File: config.mk
export PLATFORM = sky130hd
export DESIGN_NAME = bfm_mul
export DESIGN_NICKNAME = d
export VERILOG_FILES = /design/src/bfm_pkg.sv /design/src/bfm_mul.sv
export SDC_FILE = /design/constraint.sdc
export NUM_CORES = 2
export LEC_CHECK = 0
export ABC_AREA = 1
export BUFFER_PORTS_ARGS = -buffer_cell sky130_fd_sc_hd__buf_2
export CAP_MARGIN = 30
export CORE_MARGIN = 2
export CORE_UTILIZATION = 47
export CTS_BUF_LIST = sky130_fd_sc_hd__clkbuf_4
export CTS_CLUSTER_SIZE = 28
export DETAILED_ROUTE_END_ITERATION = 12
export PLACE_DENSITY = 0.66
export SYNTH_ARGS = -nofsm -noshare
export SYNTH_HDL_FRONTEND = slang
export SYNTH_SLANG_ARGS = --single-unit
File: constraint.sdc
create_clock -name clock -period 6.7 [get_ports clock]
set_clock_uncertainty 0.2 [all_clocks]
set_input_delay 1.34 -clock clock [delete_from_list [all_inputs] [get_ports clock]]
set_output_delay 1.34 -clock clock [all_outputs]
set_load 0.01 [all_outputs]
File: src/bfm_pkg.sv
// ----------------------------------------------------------------------------
// bfm_pkg
// Shared types and constants for the bloom filter with murmur3 hashing.
// ----------------------------------------------------------------------------
package bfm_pkg;

   // longest key handled, in bytes (key field is 64 bits wide)
   localparam logic [3:0] KEY_BYTES = 4'd8;

   // murmur3 x86_32 constants
   localparam logic [31:0] MM_C1 = 32'hcc9e2d51;
   localparam logic [31:0] MM_C2 = 32'h1b873593;
   localparam logic [31:0] MM_N  = 32'he6546b64;
   localparam logic [31:0] MM_F1 = 32'h85ebca6b;
   localparam logic [31:0] MM_F2 = 32'hc2b2ae35;

   // command codes
   localparam logic CMD_TEST = 1'b0;
   localparam logic CMD_ADD  = 1'b1;

   // register reset values
   localparam logic [4:0]  HASH_COUNT_RST    = 5'd3;
   localparam logic [16:0] NUM_BITS_USED_RST = 17'd65536;

   // bit store access command
   typedef struct packed {
      logic rd;
      logic wr;
      logic wdata;
   } bfm_mem_cmd_type;

endpackage

File: src/bfm_mul.sv
// ----------------------------------------------------------------------------
// bfm_mul
// Shared 32x32 multiplier with a registered 64-bit product.
// ----------------------------------------------------------------------------
module bfm_mul
   import bfm_pkg::*;
(
   input  logic        clock,
   input  logic [31:0] mul_a,
   input  logic [31:0] mul_b,
   output logic [63:0] product_ff
);

   // one multiply per cycle, registered product
   always_ff @(posedge clock) begin
      product_ff <= 64'(mul_a) * 64'(mul_b);
   end

endmodule

==> out/results.ini <==
[outcome]
run_status = finished with violations
violations = setup timing

[setup_path]
crit_top_cell = fa_1
path_class = in -> reg
path_max_fanout = 9
worstPathRequired_ps = 6870
crit_path_start = mul_a[16]
start_kind = input pin
slowest_stage = fa_2
cp-end-kind = register
max_stage_delay_ps = 600
arrival_ps = 7370

[logic_synthesis]
synth_edf_count = 0
yosysTopAreaCellShare_pct = 48.0
synth_simple_gate_area_share_pct = 18.8
synth-seq-area-share_pct = 3.43
synth_top_cell_by_area = fa_1
yosysMostFrequentCell = inv_1
synth_top_family_by_area = adder cells
yosysWarnings = 0
synth_area_leaders = fa_1 (48%), inv_1 (17%), nand2_1 (16%)
synthCells = 5023
synth-async-reset-ratio_pct = 0
yosys_register_bits = 64
syn_area_per_cell_um2 = 7.45
syn_area_mm2 = 0.0374
synth_compound_area_share_pct = 0.853
synth_mux_area_share_pct = 0
synth_cell_types = 23
ys.flop_type = dfxtp_1
synthAdderAreaFrac_pct = 56.8
synth_xor_area_share_pct = 0.820
ys_top_cells_by_count = inv_1 (1723), nand2_1 (1566), fa_1 (896)
synth_fp_nets = 6247

[timing]
relSlewSlack_pct = 74.2
worst_pin_slew_ps = 385
setup_viol = 45
finalMaxSlewViolations = 0
fin_crit_ps = 7200
fin_hold_ws_ps = 1350
hold_viol_final = 0
min_period_over_period_pct = 107
rsz0062_at_grt = true
fmax_mhz = 139
worst_slack_ps = -502

[floorplan]
ioPinCount = 129
die_width_um = 286
die-area_mm2 = 0.0818
rows = 103
chipHeight_um = 286
design.core.area_mm2 = 0.0789
start_util_pct = 47.4

[global_routing]
grt_use_total_pct = 27.7
gr-usage-met3_pct = 3.53
busiest_layer = met2
grt_pass1_vias = 33000
grt_pass1_wl_mm = 177
grt_max_degree = 21
grt_remaining_overflow = 0
grt_use_met1_pct = 39.2
antenna_found_initial = 3
met2_usage_pct = 45.4

[clock_network]
cts.clk_slew.worst_paths_ps = 110
clk_path_buf_depth = 2
cts_buffers = 9
htreeDepth = 3
cts_tree = built
clockRootBuffer = clkbuf_4
cts.sinks = 64

[hold_path]
hp-class = in -> reg
hold_end = product_ff[0]
hold_path_depth = 5
worstHoldStart = mul_a[0]

[final_layout]
area_delta_synth_final_pct = 24.3
regMostFlops = product_ff
fin_nets = 6638
drive_above_1_share_pct = 22.5
largest_registers = product_ff: 64 flops
final_area_mm2 = 0.0465
largest_reg_flops = 64
fillerInstances = 7047

[placement]
routabilityCongestion = 0.920
pre_cts_ws_ps = -1400
dp_hpwl_mm = 93.3
port_buffers = 128
dpl_cell_area_mm2 = 0.0428

[detailed_routing]
via_count = 31200
via_per_inst = 4.82
drc = 0
drt_iter0_drc = 2141
wl_per_cell_um = 16.8
first_pass_iters = 6
drtAntennaViolNets = 0
wirelength_mm = 108

[run]
cap_violations = 0

==> what timing repair did <==
action,in CTS,in global routing
gates resized for setup,522,312
gates cloned,7,3
buffers inserted,34,24
pin swaps,257,194
endpoints found under the setup margin,53,53
endpoints found under the hold margin,0,0
hold buffers,0,0
==> worst max-delay path, delay by kind of cell <==
family                   cells  cell delay [ps]
adder cells (fa/ha/maj)      9             4180
buffers and inverters        9              850
AND/OR/NAND/NOR              9              970
==> through the flow <==
stage	util, %	setup TNS, ps	std cells
after detailed placement	54.3	-58770	6390
after global routing	58.9	-24110	6469
final	58.9	-17920	6469
after CTS	57.2	-15820	6442
after global placement	54.3	-58830	6390
after floorplan	-	-11480	5023
==> area by class of cell <==
cell class              instances  area (um2)  area share, %
diodes                          1        2.50        0.00538
well taps                    1050        1310           2.83
flip-flops and latches         64        1280           2.76
multi-input cells            3032       31400           67.6
repair buffers                572        5800           12.5
clock inverters                 5        48.8          0.105
inverters                    1735        6540           14.1
clock buffers                  10        75.1          0.161
==> layout by cell type (no fill, tap or decap), types with 39 or more instances in the layout <==
cell	instances
buf_12	71
buf_2	71
buf_4	300
buf_6	95
dfxtp_1	64
fa_1	815
fa_2	81
ha_1	210
ha_4	48
inv_1	1599
inv_2	128
nand2_1	1356
nand2_2	161
nand2_4	56
nand3_1	41
nor2_1	39
nor2_4	42
==> per-layer routing <==
layer  up-vias  part of all wire [%]
li1      14400                     -
met1     15500                    43
met2      1080                    47
met3       161                   7.3
met4         2                   2.7
met5         -                 0.012
==> kinds of logic after synthesis <==
family | count (synthesis)
simple gates | 1781
xor+xnor | 35
compound gates | 57
flops | 64
buf+inv | 1927
fa+ha+maj | 1159
==> worst max path at each step <==
stage / depth (start not counted) / slack (ps) / end
final: 27 / -500 / product_ff[51]
after global routing: 25 / -630 / product_ff[51]
after CTS: 25 / -500 / product_ff[51]
after detailed placement: 24 / -1400 / product_ff[51]
after global placement: 24 / -1390 / product_ff[51]
after floorplan: 25 / -340 / product_ff[51]
Power is not shown: default switching activity piles up to over one toggle a cycle in this logic, so the estimate is an artifact.
