`config.mk`:
```
export PLATFORM = sky130hd
export DESIGN_NAME = bfm_ctrl
export DESIGN_NICKNAME = d
export VERILOG_FILES = /design/src/bfm_pkg.sv /design/src/bfm_ctrl.sv
export SDC_FILE = /design/constraint.sdc
export NUM_CORES = 1
export LEC_CHECK = 0
export BUFFER_PORTS_ARGS = -buffer_cell sky130_fd_sc_hd__buf_2
export CORE_ASPECT_RATIO = 0.5
export CORE_MARGIN = 1
export CORE_UTILIZATION = 54
export DETAILED_ROUTE_END_ITERATION = 10
export PLACE_DENSITY = 0.74
export SLEW_MARGIN = 20
export SYNTH_ARGS = -nofsm -noshare
export SYNTH_HDL_FRONTEND = slang
export SYNTH_SLANG_ARGS = --single-unit
```
`constraint.sdc`:
```
create_clock -name clock -period 6.5 [get_ports clock]
set_input_delay 0.325 -clock clock [delete_from_list [all_inputs] [get_ports clock]]
set_output_delay 0.325 -clock clock [all_outputs]
set_load 0.02 [all_outputs]
```
`src/bfm_pkg.sv`:
```
// ----------------------------------------------------------------------------
// bfm_pkg
// Shared types and constants for the bloom filter with murmur3 hashing.
// ----------------------------------------------------------------------------
package bfm_pkg;

   // longest key handled, in bytes (key field is 64 bits wide)
   localparam logic [3:0] KEY_BYTES = 4'd8;

   // murmur3 x86_32 constants
   localparam logic [31:0] MM_C1 = 32'hcc9e2d51;
   localparam logic [31:0] MM_C2 = 32'h1b873593;
   localparam logic [31:0] MM_N  = 32'he6546b64;
   localparam logic [31:0] MM_F1 = 32'h85ebca6b;
   localparam logic [31:0] MM_F2 = 32'hc2b2ae35;

   // command codes
   localparam logic CMD_TEST = 1'b0;
   localparam logic CMD_ADD  = 1'b1;

   // register reset values
   localparam logic [4:0]  HASH_COUNT_RST    = 5'd3;
   localparam logic [16:0] NUM_BITS_USED_RST = 17'd65536;

   // bit store access command
   typedef struct packed {
      logic rd;
      logic wr;
      logic wdata;
   } bfm_mem_cmd_type;

endpackage

```
`src/bfm_ctrl.sv`:
```
// ----------------------------------------------------------------------------
// bfm_ctrl
// Sequencer: clears the store, mixes key blocks, runs the per-seed hash
// through the shared multiplier, tests and sets filter bits, holds result.
// ----------------------------------------------------------------------------
module bfm_ctrl
   import bfm_pkg::*;
#(
   parameter int FILTER_BITS = 65536,
   parameter int MAX_HASHES  = 16
)
(
   input  logic                           clock,
   input  logic                           reset,
   // configuration
   input  logic [4:0]                     hash_count,
   input  logic [16:0]                    num_bits_used,
   // input channel
   input  logic                           req_valid,
   output logic                           req_stall,
   input  logic                           req_command,
   input  logic [63:0]                    req_key_bytes,
   input  logic [3:0]                     req_key_length,
   // result channel
   output logic                           rsp_valid,
   input  logic                           rsp_stall,
   output logic                           rsp_present,
   // shared multiplier
   output logic [31:0]                    mul_a,
   output logic [31:0]                    mul_b,
   input  logic [63:0]                    product,
   // bit store
   output bfm_mem_cmd_type                mem_cmd,
   output logic [$clog2(FILTER_BITS)-1:0] mem_addr,
   input  logic                           mem_rdata
);

   localparam int AW = $clog2(FILTER_BITS);
   localparam int SW = $clog2(MAX_HASHES + 1);
   localparam logic [AW-1:0] LAST_ADDR = AW'(FILTER_BITS - 1);

   typedef enum logic [3:0] {
      ST_CLEAR,
      ST_IDLE,
      ST_MIX_A,
      ST_MIX_B,
      ST_MIX_C,
      ST_SEED,
      ST_HBLK,
      ST_FIN2,
      ST_IDX,
      ST_RD,
      ST_CHK,
      ST_DONE
   } state_type;

   state_type        state_ff;
   logic [AW-1:0]    clr_ff;
   logic             cmd_ff;
   logic [63:0]      key_ff;
   logic [3:0]       len_ff;
   logic [SW-1:0]    k_ff;
   logic [SW-1:0]    seed_ff;
   logic [16:0]      used_ff;
   logic             j_ff;
   logic [1:0]       blk_ff;
   logic [31:0]      mix_ff [2];
   logic [31:0]      h_ff;
   logic [AW-1:0]    idx_ff;
   logic             present_ff;
   logic             rsp_valid_ff;
   logic             rsp_present_ff;

   logic             req_accept;
   logic [3:0]       len_in;
   logic [63:0]      key_in;
   logic [SW-1:0]    k_in;
   logic [16:0]      used_in;
   logic [1:0]       nblk;
   logic             rem_nz;
   logic [1:0]       nmix;
   logic [1:0]       nmix_in;
   logic [31:0]      round_h;
   logic [31:0]      fin1_x;
   logic [31:0]      fin2_y;
   logic [31:0]      fin3_z;
   logic [AW-1:0]    prod_idx;
   logic             last_seed;

   function automatic logic [31:0] rotl15(input logic [31:0] x);
      rotl15 = {x[16:0], x[31:17]};
   endfunction

   function automatic logic [31:0] rotl13(input logic [31:0] x);
      rotl13 = {x[18:0], x[31:19]};
   endfunction

   assign req_accept  = req_valid && !req_stall;
   assign req_stall   = (state_ff != ST_IDLE);
   assign rsp_valid   = rsp_valid_ff;
   assign rsp_present = rsp_present_ff;

   // saturate length, hash count and bits in use, mask unused key bytes
   always_comb begin
      len_in = (req_key_length > KEY_BYTES) ? KEY_BYTES : req_key_length;
      for (int b = 0; b < 8; b++) begin
         key_in[8*b +: 8] = (4'(b) < len_in) ? req_key_bytes[8*b +: 8] : 8'h00;
      end
      k_in = ({2'b00, hash_count} > 7'(MAX_HASHES)) ? SW'(MAX_HASHES)
                                                    : SW'(hash_count);
      used_in = ({8'h00, num_bits_used} > 25'(FILTER_BITS)) ? 17'(FILTER_BITS)
                                                           : num_bits_used;
      nmix_in = len_in[3:2] + 2'(len_in[1:0] != 2'b00);
   end

   // block and tail counts of the held key
   assign nblk   = len_ff[3:2];
   assign rem_nz = (len_ff[1:0] != 2'b00);
   assign nmix   = nblk + 2'(rem_nz);

   // hash body round, finalization steps and index
   always_comb begin
      round_h = rotl13(h_ff ^ mix_ff[blk_ff[0]]);
      round_h = (round_h << 2) + round_h + MM_N;
      fin1_x  = h_ff ^ (rem_nz ? mix_ff[nblk[0]] : 32'h0) ^ {28'h0, len_ff};
      fin1_x  = fin1_x ^ (fin1_x >> 16);
      fin2_y  = product[31:0] ^ (product[31:0] >> 13);
      fin3_z  = product[31:0] ^ (product[31:0] >> 16);
      prod_idx = product[32 +: AW];
   end

   assign last_seed = ((seed_ff + SW'(1)) == k_ff);

   // multiplier operand select
   always_comb begin
      mul_a = 32'h0;
      mul_b = 32'h0;
      case (state_ff)
         ST_MIX_A: begin
            mul_a = j_ff ? key_ff[63:32] : key_ff[31:0];
            mul_b = MM_C1;
         end
         ST_MIX_B: begin
            mul_a = rotl15(product[31:0]);
            mul_b = MM_C2;
         end
         ST_HBLK: begin
            mul_a = fin1_x;
            mul_b = MM_F1;
         end
         ST_FIN2: begin
            mul_a = fin2_y;
            mul_b = MM_F2;
         end
         ST_IDX: begin
            mul_a = {15'h0, used_ff};
            mul_b = fin3_z;
         end
         default: begin
            mul_a = 32'h0;
            mul_b = 32'h0;
         end
      endcase
   end

   // bit store access select
   always_comb begin
      mem_cmd  = '0;
      mem_addr = idx_ff;
      case (state_ff)
         ST_CLEAR: begin
            mem_cmd.wr = 1'b1;
            mem_addr   = clr_ff;
         end
         ST_RD: begin
            mem_cmd.rd = 1'b1;
            mem_addr   = prod_idx;
         end
         ST_CHK: begin
            mem_cmd.wr    = (cmd_ff == CMD_ADD) && !mem_rdata;
            mem_cmd.wdata = 1'b1;
            mem_addr      = idx_ff;
         end
         default: begin
            mem_cmd  = '0;
            mem_addr = idx_ff;
         end
      endcase
   end

   // sequencer state and registered outputs
   always_ff @(posedge clock) begin
      if (reset) begin
         state_ff     <= ST_CLEAR;
         clr_ff       <= '0;
         rsp_valid_ff <= 1'b0;
      end else begin
         // drop an accepted result unless a new one is loaded this cycle
         if (rsp_valid_ff && !rsp_stall && (state_ff != ST_DONE)) begin
            rsp_valid_ff <= 1'b0;
         end
         case (state_ff)
            // clearing pass over the bit store
            ST_CLEAR: begin
               clr_ff <= clr_ff + AW'(1);
               if (clr_ff == LAST_ADDR) begin
                  state_ff <= ST_IDLE;
               end
            end
            // capture a transaction
            ST_IDLE: begin
               if (req_accept) begin
                  cmd_ff     <= req_command;
                  key_ff     <= key_in;
                  len_ff     <= len_in;
                  k_ff       <= k_in;
                  used_ff    <= used_in;
                  seed_ff    <= '0;
                  j_ff       <= 1'b0;
                  present_ff <= 1'b1;
                  if (k_in == '0) begin
                     state_ff <= ST_DONE;
                  end else if (nmix_in != 2'd0) begin
                     state_ff <= ST_MIX_A;
                  end else begin
                     state_ff <= ST_SEED;
                  end
               end
            end
            // seed-independent block mixing
            ST_MIX_A: begin
               state_ff <= ST_MIX_B;
            end
            ST_MIX_B: begin
               state_ff <= ST_MIX_C;
            end
            ST_MIX_C: begin
               mix_ff[j_ff] <= product[31:0];
               if (!j_ff && (nmix == 2'd2)) begin
                  j_ff     <= 1'b1;
                  state_ff <= ST_MIX_A;
               end else begin
                  state_ff <= ST_SEED;
               end
            end
            // start one seed
            ST_SEED: begin
               h_ff     <= 32'(seed_ff);
               blk_ff   <= 2'd0;
               state_ff <= ST_HBLK;
            end
            // body rounds, then tail and first finalization multiply
            ST_HBLK: begin
               if (blk_ff != nblk) begin
                  h_ff   <= round_h;
                  blk_ff <= blk_ff + 2'd1;
               end else begin
                  state_ff <= ST_FIN2;
               end
            end
            ST_FIN2: begin
               state_ff <= ST_IDX;
            end
            ST_IDX: begin
               state_ff <= ST_RD;
            end
            ST_RD: begin
               idx_ff   <= prod_idx;
               state_ff <= ST_CHK;
            end
            // test the bit, set it on add
            ST_CHK: begin
               if (!mem_rdata) begin
                  present_ff <= 1'b0;
               end
               if ((!mem_rdata && (cmd_ff == CMD_TEST)) || last_seed) begin
                  state_ff <= ST_DONE;
               end else begin
                  seed_ff  <= seed_ff + SW'(1);
                  state_ff <= ST_SEED;
               end
            end
            // hand the result to the output register
            ST_DONE: begin
               if (!rsp_valid_ff || !rsp_stall) begin
                  rsp_valid_ff   <= 1'b1;
                  rsp_present_ff <= present_ff;
                  state_ff       <= ST_IDLE;
               end
            end
            default: begin
               state_ff <= ST_IDLE;
            end
         endcase
      end
   end

endmodule

```
==> flow_summary.toml <==
[status]
status = "complete, no violations"

[worst_setup_path]
r2r_slack_ns = 2.28
r2r_cells = 14
timing.rr.end = "h_ff[19]"
cp-end-kind = "register"
path_max_fanout = 32
slowest_stage = "dfxtp_4"
slowest_delay_ns = 0.76
crit_family = "compound AO/OA/AOI/OAI gates"
critPathLaunchType = "register"
worstPathArrival_ns = 4.48
required_ns = 6.76
crit_buf_inv = 2
cp_cell_sequence = "mux2i_1 -> xor2_1 -> inv_1 -> ha_1 -> ha_1 -> inv_1 -> fa_1 -> nor2b_1 -> o31a_1 -> o211ai_1 -> o21ai_0 -> a21o_1 -> a21oi_1 -> mux2i_1"
critical_path_class = "reg2reg"

[timing]
slew_violations = 0
min_period_ns = 4.22
rsz0062_at_grt = "no"
fmax_mhz = 237
finalSetupViolCount = 0
fin_crit_sh = 0.649
hold_viol = 0
worst_pin_slew_ns = 1.17
tns_ns = 0
skew_ns = 0.0227
slew_headroom = 0.218

[synth]
synth_seq_cells = 236
synth_cell_types = 57
post-synth-top-area-fraction = 0.447
synth_fp_nets = 1584
postSynthAreaPerCell_um2 = 10.5
yosysSeqAreaShare = 0.480
async_reset_ff_frac = 0
syn_area_um2 = 14300
synth_common_cells = "edfxtp_1, nand2_1, nor2_1"
synth_top_flop_cell = "edfxtp_1"
synthCells = 1364
ys_warn_count = 0
synth_most_common_cell = "edfxtp_1"
synth_area_leaders = "edfxtp_1, xnor2_1, mux2i_1, ha_1, nor2b_1"
netlist.top_cell.by_area = "edfxtp_1"
synth_edf_count = 213

[drt]
vias_per_cell = 6.01
vias = 11669
drc = 0
wl_per_cell_um = 22.3
dr.first_iter.drc_count = 1183
drt_wl_total_um = 43300
firstDrtPassIters = 7
drtAntennaViolNets = 0

[pwr]
leakagePower_nw = 6.56
power_density_nw_per_um2 = 189
ir_drop_uv = 168

[final_layout]
stdcell_count = 1942
finalNetCount = 1802
drive_above_1_share = 0.202
syn_to_final_growth_pct = 16.8

[grt]
grt_overflow = 0
use_met2 = 0.506
grt_max_degree = 67
grt_antenna_before_repair = 1
grt_pass1_vias = 10996
top_usage_layer = "met2"
use_met3 = 0.0480
track_usage = 0.315
grt_use_met1 = 0.447
grt_pass1_wl_um = 63800

[worst_hold_path]
whs_endpoint = "k_ff[4]"
hp-class = "in2reg"
hold-path-cell-count = 1
hp-start = "hash_count[4]"

[clocking]
cts_tree = "built"
cts_post_setup_buffers_inserted = 0
cts.path.max_buffers = 3
cts_made_buffers = 22
insertion_delay_ns = 0.54
cts.htree.levels = 1
clkTransAtPathRegs_ns = 0.07
cts_root_buffer = "clkbuf_16"
cts.sinks = 236

[run]
cap_violations = 0

[die]
core-area_um2 = 25600
initial_utilization = 0.559
die_x_um = 232
die_h_um = 117
num_rows = 41
io_pins = 246
fp.dieArea_um2 = 27200

[placement]
dp.cells = 1885
port_buffers = 229
gp_congestion = 0.990
dp_hpwl_um = 32000
routing by layer:
metal / part of all wire / vias up / wire length [um]
li1: - / 5336 / -
met1: 0.43 / 5720 / 18800
met2: 0.46 / 542 / 20000
met3: 0.078 / 71 / 3370
met4: 0.026 / 0 / 1110
met5: 0 / - / 0
stage by stage:
| stage | power [mW] | hold slack, ns | setup slack (ns) | instance area [um2] | util |
|---|---|---|---|---|---|
| 6_report | 3.15 | 0.0459 | 2.28 | 16700 | 0.652 |
| 4_1_cts | 3.16 | 0.0286 | 2.04 | 16700 | 0.652 |
| 3_3_place_gp | 1.83 | 0.439 | 2.21 | 15800 | 0.616 |
| 2_1_floorplan | 1.74 | 0.400 | 1.02 | 14300 | - |
| 3_5_place_dp | 1.83 | 0.435 | 2.13 | 15800 | 0.616 |
| 5_1_grt | 3.22 | 0.0468 | 2.09 | 16700 | 0.652 |
cells in the final DEF, fill, tap and decap left out, types with 9 or more instances in the layout:
| cell type | n |
|---|---|
| dfxtp_1 | 21 |
| inv_1 | 54 |
| a222oi_1 | 19 |
| a221oi_1 | 14 |
| ha_1 | 59 |
| buf_2 | 229 |
| nand3_1 | 23 |
| mux2_2 | 22 |
| xor2_1 | 57 |
| a21o_1 | 19 |
| xnor2_1 | 107 |
| o21ai_0 | 73 |
| a22oi_1 | 16 |
| a21oi_1 | 55 |
| nand2_1 | 120 |
| buf_4 | 16 |
| mux2i_1 | 80 |
| nor2b_1 | 89 |
| edfxtp_1 | 213 |
| dlygate4sd3_1 | 17 |
| nor3_1 | 14 |
| clkbuf_16 | 22 |
| nand2b_1 | 9 |
| nor2_1 | 109 |
| and2_1 | 11 |
final cells by class:
type,instances,area [um2]
antenna,1,2.50
clock buffer,24,558
tap,344,430
timing repair buffer,262,1440
clock inverter,15,184
fill,1990,8900
inverter,54,203
sequential,236,6860
multi-input combinational,1006,7020
registers in the layout, indices dropped and copies added, names as in the netlist, 5 cells and up, named ones only:
name / flops
mix_ff: 64
key_ff: 64
seed_ff: 5
clr_ff: 16
h_ff: 32
used_ff: 17
idx_ff: 16
k_ff: 5
power by group:
group	total [mW]	leakage, nW	switching, mW	internal [mW]
Sequential	1.65	2.05	0.00257	1.65
Combinational	0.158	4.15	0.0880	0.0697
Clock	1.34	0.356	0.593	0.750
kinds of logic (layout without fill, tap and decap cells):
family / count (synthesis) / in the layout / share of synthesized area
and+or+nand+nor: 432 / 432 / 0.148
AOI/OAI and AO/OA: 248 / 248 / 0.113
DFF: 236 / 236 / 0.480
xor gates and xnor gates: 164 / 164 / 0.100
buffers and inverters: 122 / 355 / 0.0332
muxes: 102 / 102 / 0.0733
adders and majority gates: 60 / 60 / 0.0530
other: 0 / 1 / 0
worst max-delay path by stage:
stage                      from  endpoint  slack [ns]  depth (start not counted)
global placement       register  h_ff[17]        2.21                         13
detailed placement     register  h_ff[19]        2.13                         14
global route           register  h_ff[19]        2.09                         14
floorplan           state_ff[1]  register        1.02                          6
CTS                    register  h_ff[17]        2.04                         13
finish                 register  h_ff[19]        2.28                         14
repair_timing:
item                      CTS  global route
hold endpoints to repair   17             0
gates resized for setup     0             0
hold buffers               17             0
No activity file was read; power rests on OpenSTA's default activity.
